[config.mk]
export PLATFORM = sky130hd
export DESIGN_NAME = mtec_controller
export DESIGN_NICKNAME = d
export VERILOG_FILES = /design/src/rtl/mtec_pkg.sv /design/src/rtl/mtec_controller.sv
export SDC_FILE = /design/constraint.sdc
export NUM_CORES = 1
export LEC_CHECK = 0
export BUFFER_PORTS_ARGS = -buffer_cell sky130_fd_sc_hd__buf_2
export CAP_MARGIN = 5
export CORE_AREA = 2 2 39 41
export CTS_CLUSTER_DIAMETER = 80
export CTS_CLUSTER_SIZE = 20
export DETAILED_ROUTE_END_ITERATION = 10
export DIE_AREA = 0 0 41 43
export SETUP_SLACK_MARGIN = 0.4
export SYNTH_ARGS = -nofsm -noshare
export SYNTH_HDL_FRONTEND = slang
export SYNTH_SLANG_ARGS = --single-unit
[constraint.sdc]
create_clock -name clock -period 0.8 [get_ports clock]
set_input_delay 0.16 -clock clock [delete_from_list [all_inputs] [get_ports clock]]
set_output_delay 0.16 -clock clock [all_outputs]
set_load 0.03 [all_outputs]
[src/rtl/mtec_pkg.sv]
// ----------------------------------------------------------------------------
// mtec_pkg
// Shared widths, defaults and the controller-to-datapath command bundle of
// the move-to-end list cipher.
// ----------------------------------------------------------------------------
package mtec_pkg;

   localparam int SYMBOL_W           = 8;
   localparam int LIST_DEPTH_DEFAULT = 256;

   typedef struct packed {
      logic capture;   // take an input transaction, run the list compare
      logic commit;    // reorder the list and load the result register
   } cmd_type;

endpackage

[src/rtl/mtec_controller.sv]
// ----------------------------------------------------------------------------
// mtec_controller
// Two-state sequencer: accept a transaction, then commit the list update
// once the result register is free. Owns the result valid flag.
// ----------------------------------------------------------------------------
module mtec_controller (
   input  logic              clock,
   input  logic              reset,
   input  logic              req_valid,
   output logic              req_stall,
   output logic              rsp_valid,
   input  logic              rsp_stall,
   output mtec_pkg::cmd_type cmd
);

   typedef enum logic [1:0] {
      ST_IDLE   = 2'b01,
      ST_UPDATE = 2'b10
   } state_type;

   state_type state_ff, state_in;
   logic      rsp_valid_ff, rsp_valid_in;

   always_comb begin
      state_in    = state_ff;
      cmd.capture = 1'b0;
      cmd.commit  = 1'b0;
      unique case (state_ff)
         ST_IDLE: begin
            if (req_valid) begin
               cmd.capture = 1'b1;
               state_in    = ST_UPDATE;
            end
         end
         ST_UPDATE: begin
            if (!rsp_valid_ff || !rsp_stall) begin
               cmd.commit = 1'b1;
               state_in   = ST_IDLE;
            end
         end
         default: begin
            state_in = ST_IDLE;
         end
      endcase
   end

   always_comb begin
      rsp_valid_in = rsp_valid_ff;
      if (rsp_valid_ff && !rsp_stall) begin
         rsp_valid_in = 1'b0;
      end
      if (cmd.commit) begin
         rsp_valid_in = 1'b1;
      end
   end

   always_ff @(posedge clock) begin
      if (reset) begin
         state_ff     <= ST_IDLE;
         rsp_valid_ff <= 1'b0;
      end else begin
         state_ff     <= state_in;
         rsp_valid_ff <= rsp_valid_in;
      end
   end

   assign req_stall = (state_ff != ST_IDLE);
   assign rsp_valid = rsp_valid_ff;

endmodule

==> metrics.md <==
| Metric | Value |
|---|---|
| Top delay family on crit path | `flip-flops` |
| Seq/Total Area, Yosys | `0.471` |
| Synth cell types | `10` |
| RePlAce Congestion | `0.474` |
| Hold_buf cts | `0` |
| CTS tree | `built` |
| Port-buffer cells | `7` |
| Total power draw | `0.514 mW` |
| Cell taking the most area after synthesis | `dfxtp_1` |
| Area after DPL | `193 um^2` |
| Fin. max-slew vios | `0` |
| #FFs+latches synth | `3` |
| Vias in the first global route | `117` |
| Syn nets | `18` |
| Mapped cell area | `128 um^2` |
| Reg2Reg Setup Slack | `-0.13 ns` |
| Peak VDD IR | `0.226 mV` |
| Top post-synthesis cells by count | `a21oi_1 (3), dfxtp_1 (3)` |
| First-pass GRT wire length | `407 um` |
| HP Start | `reset` |
| Final min period | `1.10 ns` |
| I/O pins | `8` |
| Antenna cells | `0` |
| Yosys warning count | `0` |
| Worst Hold Class | `in -> reg` |
| Via count | `132` |
| Antenna viol nets, final | `0` |
| Root Driver | `clkbuf_4` |
| Hold Path Sink | `rsp_valid$_SDFFE_PP0P_` |
| Final Hold Vio Count | `0` |
| Site row count | `14` |
| Crit Path Class | `reg -> out` |
| Crit-path max cell delay | `0.32 ns` |
| Pin count of the biggest net entering global routing | `5` |
| Final setup margin | `-0.300 ns` |
| Failing checks | `negative setup slack` |
| Part of the cycle the worst path needs | `1.37` |
| Slowest stage cell, crit path | `dfxtp_2` |
| Critical Path Fanout Max | `4` |
| WP data arrival | `0.94 ns` |
| Final hold slack | `0.129 ns` |
| Final Cell Area | `267 um^2` |
| Slew @ Worst Pin | `0.141 ns` |
| Total Wirelength | `297 um` |
| Clk_lat worst skew | `0.23 ns` |
| CP startpoint | `state_ff[0]$_SDFFE_PP1P_` |
| Area Overhead vs Synth | `109%` |
| H-tree levels | `1` |
| RSZ-0062 raised after global routing | `yes` |
| Final nets | `31` |
| Leak | `0.120 nW` |
| CP bufs+invs | `1` |
| Pre-CTS WS | `-0.139 ns` |
| Syn Inst Count | `14` |
| Clk sink count | `3` |
| Setup TNS Final | `-1.13 ns` |
| Slew HR | `0.906` |
| Max-capacitance violation count | `0` |
| Reg2reg start | `state_ff[1]$_SDFFE_PP0P_` |
| Remaining DRCs | `0` |
| Die width | `41 um` |
| Post-synth top area share | `0.471` |
| Reg2Reg Capture Point | `state_ff[0]$_SDFFE_PP1P_` |
| Die area | `0.00176 mm^2` |
| Outcome | `finished with violations` |
| Max Fclk | `909 MHz` |
| Worst Setup Start Kind | `flop` |
| DR WL/cell | `7.07 um` |
| EDFF count, synth | `0` |
| Die H | `43 um` |
| Iter 0 DRT Violations | `0` |
| Num CTS Buffers | `3` |
| Async set-reset flop share out of synthesis | `0` |
| Worst r2r path cells | `3` |
| Post-Syn Area per Cell | `9.12 um^2` |
| Top FF cell, synth | `dfxtp_1` |
| Critical Path Sink Type | `output port` |
| Crit-path cells | `nand2b_4 > a21oi_2 > buf_6` |
| Core Area | `0.00138 mm^2` |
| Clk slew on worst S/H paths | `0.03 ns` |
| Drt first pass iters | `1` |
| Skew final | `0.000167 ns` |
| Initial core utilization | `0.0922` |
| Setup violators final | `6` |
| All-Layer GR Usage | `0.0431` |
| Fraction of layout cells with a size suffix above 1 | `0.769` |
| Cell Pwr Density | `1930 mW/mm^2` |
| WP data required | `0.64 ns` |
| WHS Path Cells | `2` |
| Initial antenna violation count | `0` |
| Vias per inst | `3.14` |
| Total grt overflow | `0` |
| Synth area leaders | `dfxtp_1 (47%), a21oi_1 (12%), nand4b_1 (6.9%), a21o_1 (5.9%), buf_4 (5.9%)` |
| Clk buf depth | `2` |
-- what timing repair did --
item                                    4_1_cts  5_1_grt
endpoints found under the setup margin        7        7
hold endpoints to repair                      0        0
pin swaps                                     1        0
setup buffers                                 2        0
gates resized for setup                      10        0
-- per-stage QoR --
stage,instances,utilization
2_1_floorplan,14,-
3_3_place_gp,36,0.139
3_5_place_dp,36,0.139
4_1_cts,42,0.193
5_1_grt,42,0.193
6_report,42,0.193
-- cell families after synthesis --
family	count (synthesis)	synth area share
compound gates	4	0.176
buf+inv	2	0.0882
flops	3	0.471
simple gates	5	0.265
-- final cells by class --
cell class | count | area (um^2)
repair buffers | 9 | 75.1
clock buffers | 4 | 26.3
flip-flops and latches | 3 | 66.3
multi-input cells | 9 | 75.1
well taps | 16 | 20.0
inverters | 1 | 3.75
fillers | 151 | 1120
-- per-layer routing --
metal	global-route usage	wire length [um]
met5	0	0
met4	0.0600	0
met3	0.0471	38
met2	0.0531	149
met1	0.0256	108
-- report_power, final --
| part | leakage [nW] | total (mW) | switching, mW | internal [mW] |
|---|---|---|---|---|
| sequential | 0.0255 | 0.165 | 0.00818 | 0.157 |
| combinational | 0.0795 | 0.0927 | 0.0459 | 0.0468 |
| clock | 0.0150 | 0.257 | 0.0703 | 0.186 |
| total | 0.120 | 0.514 | 0.124 | 0.390 |
-- cell usage in the layout, fill, tap and decap left out --
cell | netlist | routed
clkbuf_1 | 0 | 1
clkbuf_4 | 0 | 3
nand2_1 | 1 | 1
or2b_1 | 1 | 1
inv_2 | 0 | 1
buf_6 | 0 | 4
dfxtp_4 | 0 | 1
a21oi_2 | 0 | 3
nand4b_1 | 1 | 1
buf_4 | 1 | 2
a21o_1 | 1 | 1
nand3b_1 | 1 | 1
buf_2 | 0 | 3
dfxtp_2 | 0 | 2
nand2b_4 | 0 | 1
-- registers in the layout (all words and copies together), names as in the netlist --
signal,flops
rsp_valid,1
state_ff,2
-- worst max-delay path by stage --
stage	end	slack [ns]	depth (start not counted)
floorplan	cmd[0]	-0.04	3
global placement	cmd[1]	-0.14	3
detailed placement	cmd[1]	-0.14	3
CTS	cmd[0]	-0.31	3
global route	cmd[0]	-0.34	3
finish	cmd[0]	-0.30	3
(Power assumes the default switching activity.)
